$ cat src/sv/sha1md_pkg.sv
`timescale 1ns / 1ps
// ----------------------------------------------------------------------------
// sha1md_pkg
// shared types and constants of the sha-1 digest unit
// ----------------------------------------------------------------------------
package sha1md_pkg;

   typedef logic [31:0] word_type;

   // working variables of one compression
   typedef struct packed {
      word_type a;
      word_type b;
      word_type c;
      word_type d;
      word_type e;
   } work_type;

   localparam word_type Iv0 = 32'h6745_2301;
   localparam word_type Iv1 = 32'hEFCD_AB89;
   localparam word_type Iv2 = 32'h98BA_DCFE;
   localparam word_type Iv3 = 32'h1032_5476;
   localparam word_type Iv4 = 32'hC3D2_E1F0;

   localparam word_type K0 = 32'h5A82_7999;
   localparam word_type K1 = 32'h6ED9_EBA1;
   localparam word_type K2 = 32'h8F1B_BCDC;
   localparam word_type K3 = 32'hCA62_C1D6;

   localparam logic [6:0] LastRound   = 7'd79;
   localparam logic [6:0] Phase1Start = 7'd20;
   localparam logic [6:0] Phase2Start = 7'd40;
   localparam logic [6:0] Phase3Start = 7'd60;

   localparam logic [7:0] PadMark = 8'h80;
   localparam logic [5:0] LenPos  = 6'd56;

   // initial chaining word for an entry not yet written
   function automatic word_type init_word(input logic [2:0] idx);
      word_type r;
      unique case (idx)
         3'd0:    r = Iv0;
         3'd1:    r = Iv1;
         3'd2:    r = Iv2;
         3'd3:    r = Iv3;
         3'd4:    r = Iv4;
         default: r = '0;
      endcase
      return r;
   endfunction

endpackage

$ cat src/sv/sha1md_round.sv
`timescale 1ns / 1ps
// ----------------------------------------------------------------------------
// sha1md_round
// one sha-1 round: round function, constant select and working update
// ----------------------------------------------------------------------------
module sha1md_round (
   input  sha1md_pkg::work_type cur,
   input  sha1md_pkg::word_type w,
   input  logic [6:0]           round,
   output sha1md_pkg::work_type nxt
);

   sha1md_pkg::word_type f;
   sha1md_pkg::word_type k;

   always_comb begin
      priority if (round < sha1md_pkg::Phase1Start) begin
         f = (cur.b & cur.c) | (~cur.b & cur.d);
         k = sha1md_pkg::K0;
      end else if (round < sha1md_pkg::Phase2Start) begin
         f = cur.b ^ cur.c ^ cur.d;
         k = sha1md_pkg::K1;
      end else if (round < sha1md_pkg::Phase3Start) begin
         f = (cur.b & cur.c) | (cur.b & cur.d) | (cur.c & cur.d);
         k = sha1md_pkg::K2;
      end else begin
         f = cur.b ^ cur.c ^ cur.d;
         k = sha1md_pkg::K3;
      end
   end

   always_comb begin
      nxt.a = {cur.a[26:0], cur.a[31:27]} + f + cur.e + k + w;
      nxt.b = cur.a;
      nxt.c = {cur.b[1:0], cur.b[31:2]};
      nxt.d = cur.c;
      nxt.e = cur.d;
   end

endmodule

$ cat src/sv/sha1_message_digest_unit.sv
`timescale 1ns / 1ps
// ----------------------------------------------------------------------------
// sha1_message_digest_unit
// byte-serial sha-1 hashing with automatic padding and digest output
// ----------------------------------------------------------------------------
// A message arrives one word per accepted request, each carrying at most one
// byte; a word flagged end_of_message finishes the message (its byte, if any,
// is absorbed first) and later yields one response with the 160-bit digest,
// digest_word0 most significant. A plain byte word is taken while the unit is idle.
// Every 64th byte starts a compression that keeps the request side stalled
// while it reads the chaining words, runs 80 rounds at one round per cycle
// through a single round unit and writes the sums back. Finishing a message
// appends padding at one byte per cycle, paused while a compression runs
// (9 to 72 bytes), takes one or two compressions and reads the digest out.
// The chaining words live in a 5-entry memory with per-entry valid bits
// (an invalid entry reads as the initial value), and the block's message
// words in a 16-entry memory. A finished digest waits in the response
// registers while the next message is already taken in.
// ----------------------------------------------------------------------------
module sha1_message_digest_unit (
   input  logic        clock,
   input  logic        reset,
   input  logic        req_valid,
   output logic        req_ready,
   input  logic [7:0]  req_data_byte,
   input  logic        req_has_byte,
   input  logic        req_end_of_message,
   output logic        rsp_valid,
   input  logic        rsp_ready,
   output logic [31:0] rsp_digest_word0,
   output logic [31:0] rsp_digest_word1,
   output logic [31:0] rsp_digest_word2,
   output logic [31:0] rsp_digest_word3,
   output logic [31:0] rsp_digest_word4
);

   // sequencer states
   localparam logic [2:0] S_IDLE  = 3'd0;  // taking message words
   localparam logic [2:0] S_PAD   = 3'd1;  // appending padding bytes
   localparam logic [2:0] S_LDH   = 3'd2;  // loading chaining words
   localparam logic [2:0] S_RND   = 3'd3;  // compression rounds
   localparam logic [2:0] S_WB    = 3'd4;  // chaining write-back
   localparam logic [2:0] S_DRAIN = 3'd5;  // digest readout

   localparam logic [6:0] ChainLast = 7'd5;   // last step of a 5-entry sweep
   localparam logic [6:0] SchedLoad = 7'd16;  // rounds fed from block memory

   // control registers
   logic [2:0]  state_ff, state_in;
   logic [6:0]  cnt_ff, cnt_in;
   logic [5:0]  fill_ff, fill_in;
   logic [60:0] count_ff, count_in;
   logic        pad_ff, pad_in;       // padding owed for this message
   logic        mark_ff, mark_in;     // 0x80 marker still to go
   logic        wrap_ff, wrap_in;     // marker landed in the length slot
   logic        final_ff, final_in;   // last length byte written
   logic        rsp_valid_ff, rsp_valid_in;
   logic [4:0]  chain_vld_ff, chain_vld_in;

   // datapath registers
   logic [23:0]          acc_ff, acc_in;   // leading bytes of the current word
   sha1md_pkg::work_type work_ff, work_in;
   sha1md_pkg::word_type sw_ff [0:15];
   sha1md_pkg::word_type sw_in [0:15];
   sha1md_pkg::word_type dig_ff [0:4];
   sha1md_pkg::word_type dig_in [0:4];

   // chaining word memory
   sha1md_pkg::word_type chain_mem [0:4];
   logic                 chain_we;
   logic [2:0]           chain_waddr;
   sha1md_pkg::word_type chain_wdata;
   logic [2:0]           chain_raddr;
   sha1md_pkg::word_type chain_q_ff;
   logic                 chain_vq_ff;
   logic [2:0]           chain_ridx_ff;
   sha1md_pkg::word_type chain_rd;

   // message block memory
   sha1md_pkg::word_type blk_mem [0:15];
   logic                 blk_we;
   logic [3:0]           blk_waddr;
   sha1md_pkg::word_type blk_wdata;
   logic [3:0]           blk_raddr;
   sha1md_pkg::word_type blk_q_ff;

   // byte insertion and round datapath
   logic                 put_en;
   logic [7:0]           put_val;
   logic [63:0]          bit_len;
   logic [7:0]           len_byte;
   sha1md_pkg::word_type w_mix;
   sha1md_pkg::word_type w_t;
   sha1md_pkg::work_type round_nxt;

   always_ff @(posedge clock) begin
      if (chain_we) begin
         chain_mem[chain_waddr] <= chain_wdata;
      end
      chain_q_ff    <= chain_mem[chain_raddr];
      chain_vq_ff   <= chain_vld_ff[chain_raddr];
      chain_ridx_ff <= chain_raddr;
   end

   always_ff @(posedge clock) begin
      if (blk_we) begin
         blk_mem[blk_waddr] <= blk_wdata;
      end
      blk_q_ff <= blk_mem[blk_raddr];
   end

   // unwritten chaining entries read as the initial values
   assign chain_rd = chain_vq_ff ? chain_q_ff : sha1md_pkg::init_word(chain_ridx_ff);

   assign bit_len  = {count_ff, 3'b000};
   assign len_byte = bit_len[{~fill_ff[2:0], 3'b000} +: 8];

   // schedule expansion from the 16-word window
   assign w_mix = sw_ff[13] ^ sw_ff[8] ^ sw_ff[2] ^ sw_ff[0];
   assign w_t   = (cnt_ff < SchedLoad) ? blk_q_ff : {w_mix[30:0], w_mix[31]};

   sha1md_round u_round (
      .cur   (work_ff),
      .w     (w_t),
      .round (cnt_ff),
      .nxt   (round_nxt)
   );

   always_comb begin
      state_in     = state_ff;
      cnt_in       = cnt_ff;
      fill_in      = fill_ff;
      count_in     = count_ff;
      pad_in       = pad_ff;
      mark_in      = mark_ff;
      wrap_in      = wrap_ff;
      final_in     = final_ff;
      rsp_valid_in = rsp_valid_ff;
      chain_vld_in = chain_vld_ff;
      acc_in       = acc_ff;
      work_in      = work_ff;
      sw_in        = sw_ff;
      dig_in       = dig_ff;
      chain_we     = 1'b0;
      chain_waddr  = '0;
      chain_wdata  = work_ff.a;
      chain_raddr  = '0;
      blk_raddr    = '0;
      put_en       = 1'b0;
      put_val      = '0;

      if (rsp_valid_ff && rsp_ready) begin
         rsp_valid_in = 1'b0;
      end

      unique case (state_ff)
         S_IDLE: begin
            if (req_valid) begin
               if (req_has_byte) begin
                  put_en   = 1'b1;
                  put_val  = req_data_byte;
                  count_in = count_ff + 61'd1;
               end
               if (req_end_of_message) begin
                  pad_in   = 1'b1;
                  mark_in  = 1'b1;
                  state_in = S_PAD;
               end
            end
         end
         S_PAD: begin
            put_en = 1'b1;
            if (mark_ff) begin
               put_val = sha1md_pkg::PadMark;
               mark_in = 1'b0;
               // marker inside the length slot: zero fill runs into next block
               wrap_in = (fill_ff >= sha1md_pkg::LenPos) && (fill_ff != 6'd63);
            end else if ((fill_ff >= sha1md_pkg::LenPos) && !wrap_ff) begin
               put_val = len_byte;
               if (fill_ff == 6'd63) begin
                  final_in = 1'b1;
               end
            end else begin
               put_val = '0;
            end
         end
         S_LDH: begin
            if (cnt_ff < ChainLast) begin
               chain_raddr = cnt_ff[2:0];
            end
            if (cnt_ff != '0) begin
               work_in = {work_ff.b, work_ff.c, work_ff.d, work_ff.e, chain_rd};
            end
            if (cnt_ff == ChainLast) begin
               blk_raddr = '0;
               cnt_in    = '0;
               state_in  = S_RND;
            end else begin
               cnt_in = cnt_ff + 7'd1;
            end
         end
         S_RND: begin
            if (cnt_ff < (SchedLoad - 7'd1)) begin
               blk_raddr = cnt_ff[3:0] + 4'd1;
            end
            work_in = round_nxt;
            for (int i = 0; i < 15; i++) begin
               sw_in[i] = sw_ff[i + 1];
            end
            sw_in[15] = w_t;
            if (cnt_ff == sha1md_pkg::LastRound) begin
               cnt_in   = '0;
               state_in = S_WB;
            end else begin
               cnt_in = cnt_ff + 7'd1;
            end
         end
         S_WB: begin
            if (cnt_ff < ChainLast) begin
               chain_raddr = cnt_ff[2:0];
            end
            if (cnt_ff != '0) begin
               chain_we    = 1'b1;
               chain_waddr = cnt_ff[2:0] - 3'd1;
               chain_wdata = chain_rd + work_ff.a;
               chain_vld_in[chain_waddr] = 1'b1;
               work_in = {work_ff.b, work_ff.c, work_ff.d, work_ff.e, work_ff.a};
            end
            if (cnt_ff == ChainLast) begin
               cnt_in = '0;
               priority if (final_ff) begin
                  state_in = S_DRAIN;
               end else if (pad_ff) begin
                  state_in = S_PAD;
               end else begin
                  state_in = S_IDLE;
               end
            end else begin
               cnt_in = cnt_ff + 7'd1;
            end
         end
         S_DRAIN: begin
            // start only once the response registers are free
            if (!((cnt_ff == '0) && rsp_valid_ff)) begin
               if (cnt_ff < ChainLast) begin
                  chain_raddr = cnt_ff[2:0];
               end
               if (cnt_ff != '0) begin
                  for (int i = 0; i < 4; i++) begin
                     dig_in[i] = dig_ff[i + 1];
                  end
                  dig_in[4] = chain_rd;
               end
               if (cnt_ff == ChainLast) begin
                  rsp_valid_in = 1'b1;
                  chain_vld_in = '0;
                  count_in     = '0;
                  pad_in       = 1'b0;
                  final_in     = 1'b0;
                  cnt_in       = '0;
                  state_in     = S_IDLE;
               end else begin
                  cnt_in = cnt_ff + 7'd1;
               end
            end
         end
         default: begin
            state_in = S_IDLE;
         end
      endcase

      // byte packing into the block memory, compression on a full block
      blk_we    = 1'b0;
      blk_waddr = fill_ff[5:2];
      blk_wdata = {acc_ff, put_val};
      if (put_en) begin
         if (fill_ff[1:0] == 2'd3) begin
            blk_we = 1'b1;
         end else begin
            acc_in = {acc_ff[15:0], put_val};
         end
         fill_in = fill_ff + 6'd1;
         if (fill_ff == 6'd63) begin
            wrap_in  = 1'b0;
            cnt_in   = '0;
            state_in = S_LDH;
         end
      end
   end

   always_ff @(posedge clock) begin
      if (reset) begin
         state_ff     <= S_IDLE;
         cnt_ff       <= '0;
         fill_ff      <= '0;
         count_ff     <= '0;
         pad_ff       <= 1'b0;
         mark_ff      <= 1'b0;
         wrap_ff      <= 1'b0;
         final_ff     <= 1'b0;
         rsp_valid_ff <= 1'b0;
         chain_vld_ff <= '0;
      end else begin
         state_ff     <= state_in;
         cnt_ff       <= cnt_in;
         fill_ff      <= fill_in;
         count_ff     <= count_in;
         pad_ff       <= pad_in;
         mark_ff      <= mark_in;
         wrap_ff      <= wrap_in;
         final_ff     <= final_in;
         rsp_valid_ff <= rsp_valid_in;
         chain_vld_ff <= chain_vld_in;
      end
   end

   always_ff @(posedge clock) begin
      acc_ff  <= acc_in;
      work_ff <= work_in;
      sw_ff   <= sw_in;
      dig_ff  <= dig_in;
   end

   assign req_ready        = (state_ff == S_IDLE);
   assign rsp_valid        = rsp_valid_ff;
   assign rsp_digest_word0 = dig_ff[0];
   assign rsp_digest_word1 = dig_ff[1];
   assign rsp_digest_word2 = dig_ff[2];
   assign rsp_digest_word3 = dig_ff[3];
   assign rsp_digest_word4 = dig_ff[4];

   // a compression only ever starts on a full block
   a_start_on_full: assert property (@(posedge clock) disable iff (reset)
      (state_ff == S_LDH && $past(state_ff) != S_LDH) |-> $past(fill_ff) == 6'd63)
      else $error("compression started on a partial block");

   // the digest is read out only with the block emptied and padding done
   a_drain_clean: assert property (@(posedge clock) disable iff (reset)
      (state_ff == S_DRAIN) |-> (fill_ff == '0 && !mark_ff && !wrap_ff && final_ff))
      else $error("digest readout with padding incomplete");

   // a response appears only at the end of a readout
   a_rsp_from_drain: assert property (@(posedge clock) disable iff (reset)
      $rose(rsp_valid_ff) |-> $past(state_ff) == S_DRAIN)
      else $error("response raised outside digest readout");

   // the round counter stays within the eighty rounds
   a_round_range: assert property (@(posedge clock) disable iff (reset)
      (state_ff == S_RND) |-> cnt_ff <= sha1md_pkg::LastRound)
      else $error("round counter out of range");

   // the last length byte only appears while padding a message
   a_final_pad: assert property (@(posedge clock) disable iff (reset)
      final_ff |-> pad_ff)
      else $error("length written outside padding");

endmodule
$ cat config.mk
export PLATFORM = sky130hd
export DESIGN_NAME = sha1_message_digest_unit
export DESIGN_NICKNAME = d
export VERILOG_FILES = /design/src/sv/sha1md_pkg.sv /design/src/sv/sha1md_round.sv /design/src/sv/sha1_message_digest_unit.sv
export SDC_FILE = /design/constraint.sdc
export NUM_CORES = 2
export LEC_CHECK = 0
export ABC_AREA = 1
export BUFFER_PORTS_ARGS = -buffer_cell sky130_fd_sc_hd__clkbuf_2
export CELL_PAD_IN_SITES_DETAIL_PLACEMENT = 1
export CELL_PAD_IN_SITES_GLOBAL_PLACEMENT = 1
export CORE_ASPECT_RATIO = 2
export CORE_UTILIZATION = 40
export DETAILED_ROUTE_END_ITERATION = 10
export PLACE_DENSITY = 0.65
export SYNTH_ARGS = -nofsm -noshare
export SYNTH_HDL_FRONTEND = slang
export SYNTH_SLANG_ARGS = --single-unit
export TNS_END_PERCENT = 1
$ cat constraint.sdc
create_clock -name clock -period 19.5 [get_ports clock]
set_input_delay 3.9 -clock clock [delete_from_list [all_inputs] [get_ports clock]]
set_output_delay 3.9 -clock clock [all_outputs]
set_load 0.05 [all_outputs]
==> implementation parameters <==
Parameter                              Value

Status
  Status    finished with violations
  Violations in the final reports    DRC

Clocking
  CTS Buf Count    160
  Clock slew at reported path FFs    70 ps
  Htree depth    4
  Clock sink count    1683
  Clock latency reported for the late side of the worst-skew pair    850 ps
  # hold bufs at CTS    0
  CTS-repair resized insts    0
  CTS tree    built
  Buffer type at the clock tree root    clkbuf_16
  Maximum buffer depth of the clock tree    4
  Buffer count from post-CTS setup fixing    0

Worst hold path
  Min-delay src    sw_ff[337]
  Hold-critical path depth    0
  Worst hold path endpoint    sw_ff[369]
  Worst hold path type    reg -> reg

STA
  Share of the cycle needed by the critical path after routing    31.2%
  Slew Limit Fails    0
  Min setup slack post-route    13430 ps
  Final hold slack    375 ps
  Clock Skew    70.0 ps
  Unrepaired setup endpoints after global routing    no
  Final critical delay including setup and external delays    6070 ps
  Max Fclk    0.165 GHz
  Total negative slack    0 ps
  Relative max-transition margin    9.85%
  Final setup violation count    0
  Worst Tran Pin Value    1340 ps
  Final hold vios    0

GRT
  GRT Residual Overflow    0
  All-Layer GR Usage    23.6%
  Wire length of the first global-routing pass    315 mm
  Number of antenna violations at the first check in global routing    3
  Vias in the first global route    48700
  Largest net degree at the start of global routing    137

Placed design
  Cell total after placement    8259
  DPL Wire Length    151 mm
  Worst setup slack after placement    12940 ps
  Count of buffers from port buffering    175
  Routability Congestion    0.978

Synth
  Ys flop type    edfxtp_1
  Number of enable flip-flop cells after synthesis    1528
  Net Count, Synth    6127
  Post-synth top area cell    edfxtp_1
  Synthesized flop and latch total    1683
  Total of warnings raised by yosys    0
  Synth top area share    64.0%
  Fraction of synthesis flops using an asynchronous set or reset pin    0%
  Per-instance average area after synthesis    12.1 um2
  Post-synthesis instance area    0.0717 mm2
  Most numerous cell in the Yosys netlist    edfxtp_1
  Top area cells in the synthesized netlist    edfxtp_1 (64%), nand2_1 (5.5%), dfxtp_1 (4.3%), inv_1 (3.3%), fa_1 (3.2%)
  Post-synth top cells    edfxtp_1 (1528), nand2_1 (1052), inv_1 (632), nor2_1 (447), o21ai_0 (356)
  Post-synth cell types    56
  Proportion of synthesized chip area in sequential cells    68.3%
  Synth Instances    5919

Pwr
  Sequential Power Share    55.5%
  Cell Pwr Density    88.5 mW/mm2
  Combinational power share    1.0%
  Leakage power of the design    0.0283 uW
  Tot Pwr    7100 uW
  Net switching power    1470 uW
  Clock network fraction of total power    43.5%
  Max rail drop VDD    0.0566 mV
  Switching fraction of total power    20.6%
  Internal cell power    5630 uW

Final layout
  Post-layout net count    6309
  Final standard cell count with taps included and fillers excluded    8543
  Relative area change from synthesis to final layout    11.8%
  Layout cells sized above 1    10.5%

Floorplanning
  Top-Level Pins    176
  Full die area    0.181 mm2
  Placeable core area    0.178 mm2
  Row count    219
  Die width    301 um
  Die Span Y    601 um
  Starting utilization of the core area    40.3%

Worst setup path
  Required time worst endpoint    15600 ps
  Crit path DAT    2180 ps
  Critical path fanouts, max    4
  Worst R2R Start    cnt_ff[3]
  FF-to-FF setup slack    13530 ps
  End of the worst register-to-register path    work_ff[159]
  Worst Setup End Kind    primary output
  Critical path start-end classification    reg -> out
  Worst Setup Start Kind    flop
  Count of cells along the worst register-to-register path    24

Route
  Vias    45900
  Final routed DRC violation total    40
  Wirelength per Cell    25.1 um
  Number of nets with antenna violations after routing    0
  Routed Wire Length    214 mm
  Average via count per standard cell    5.37
  Drt first-iter violations    2788
  Number of iterations in the first detailed-routing pass    10

Run
  Count of max-cap constraint violations    0
placed cells by master (no fill, tap or decap), types with 11 or more instances in the layout:
cell and count:
edfxtp_1 1528, nand2_1 1051, inv_1 630, nor2_1 428, o21ai_0 355, a21oi_1 257, nand3_1 180, clkbuf_2 175
clkbuf_16 164, o211ai_1 160, dfxtp_1 155, fa_1 113, or2_2 101, xnor2_1 85, ha_1 81, buf_4 69
o21ai_1 63, o221ai_1 59, o31ai_1 55, nand4_1 53, xor2_1 43, nor3_1 41, clkbuf_1 38, a31oi_1 34
mux2i_1 27, o22ai_1 25, nor2_4 24, clkinv_1 24, clkinv_2 17, inv_2 16, o21bai_1 14, clkinvlp_4 11
power by group through the flow:
stage	Clock, uW	Combinational, uW	Sequential [uW]
global route	3260	76.5	3940
CTS	3170	72.1	3940
floorplan	0	38.6	4000
finish	3090	71.9	3940
detailed placement	0	71.9	4020
global placement	0	71.4	4020
metal layers:
metal  vias to the layer above  GRT usage (%)  part of all wire (%)
met3                       533           2.70                   3.3
met5                         -              0                     0
met1                     23300           23.6                    34
li1                      21000              -                     -
met2                      1065           44.6                    55
met4                         0           16.1                   7.7
worst max-delay path: stages, from the launching register on:
cell,delay [ps]
dfxtp_1,360
inv_2,110
nand2_1,120
nor2_1,410
clkbuf_2,370
area by class of cell:
| type | count | area [um2] |
|---|---|---|
| multi-input combinational | 3361 | 19500 |
| clock buffer | 212 | 4380 |
| clock inverter | 71 | 629 |
| sequential | 1683 | 49000 |
| antenna | 1 | 2.50 |
| timing repair buffer | 245 | 1410 |
| inverter | 650 | 2450 |
| tap | 2320 | 2900 |
| fill | 18600 | 97900 |
through the flow:
stage / cell area [um2] / util (%)
after global routing: 80200 / 45.0
after CTS: 80200 / 45.0
after global placement: 75200 / 42.2
after floorplan: 71700 / -
final: 80200 / 45.0
after detailed placement: 75200 / 42.2
how the worst max path moves through the flow:
stage / startpoint / to / depth (start not counted)
final: state_ff[0] / req_ready / 4
after global routing: cnt_ff[3] / work_ff[159] / 24
after CTS: state_ff[0] / req_ready / 4
after detailed placement: req_valid / blk_mem[0][15] / 7
after global placement: req_valid / blk_mem[0][16] / 7
after floorplan: state_ff[2] / work_ff[135] / 7
sequential cells by signal, summed over array words and instances, names as in the netlist:
name / cells
count_ff: 61
wrap_ff: 1
rsp_digest_word3: 32
pad_ff: 1
sw_ff: 512
rsp_digest_word2: 32
rsp_digest_word4: 32
cnt_ff: 7
final_ff: 1
rsp_digest_word1: 32
state_ff: 3
rsp_valid: 1
work_ff: 160
acc_ff: 24
blk_q_ff: 32
chain_vld_ff: 5
blk_mem: 512
chain_vq_ff: 1
rsp_digest_word0: 32
chain_ridx_ff: 3
fill_ff: 6
chain_mem: 160
mark_ff: 1
chain_q_ff: 32
kinds of logic after synthesis:
family,synth area share [%]
AO/OA/AOI/OAI,9.02
XOR/XNOR,1.56
adder cells (fa/ha/maj),4.57
buffers and inverters,4.83
flip-flops,68.3
multiplexers,0.377
AND/OR/NAND/NOR,11.3
Power figures use the tool's default switching activity.
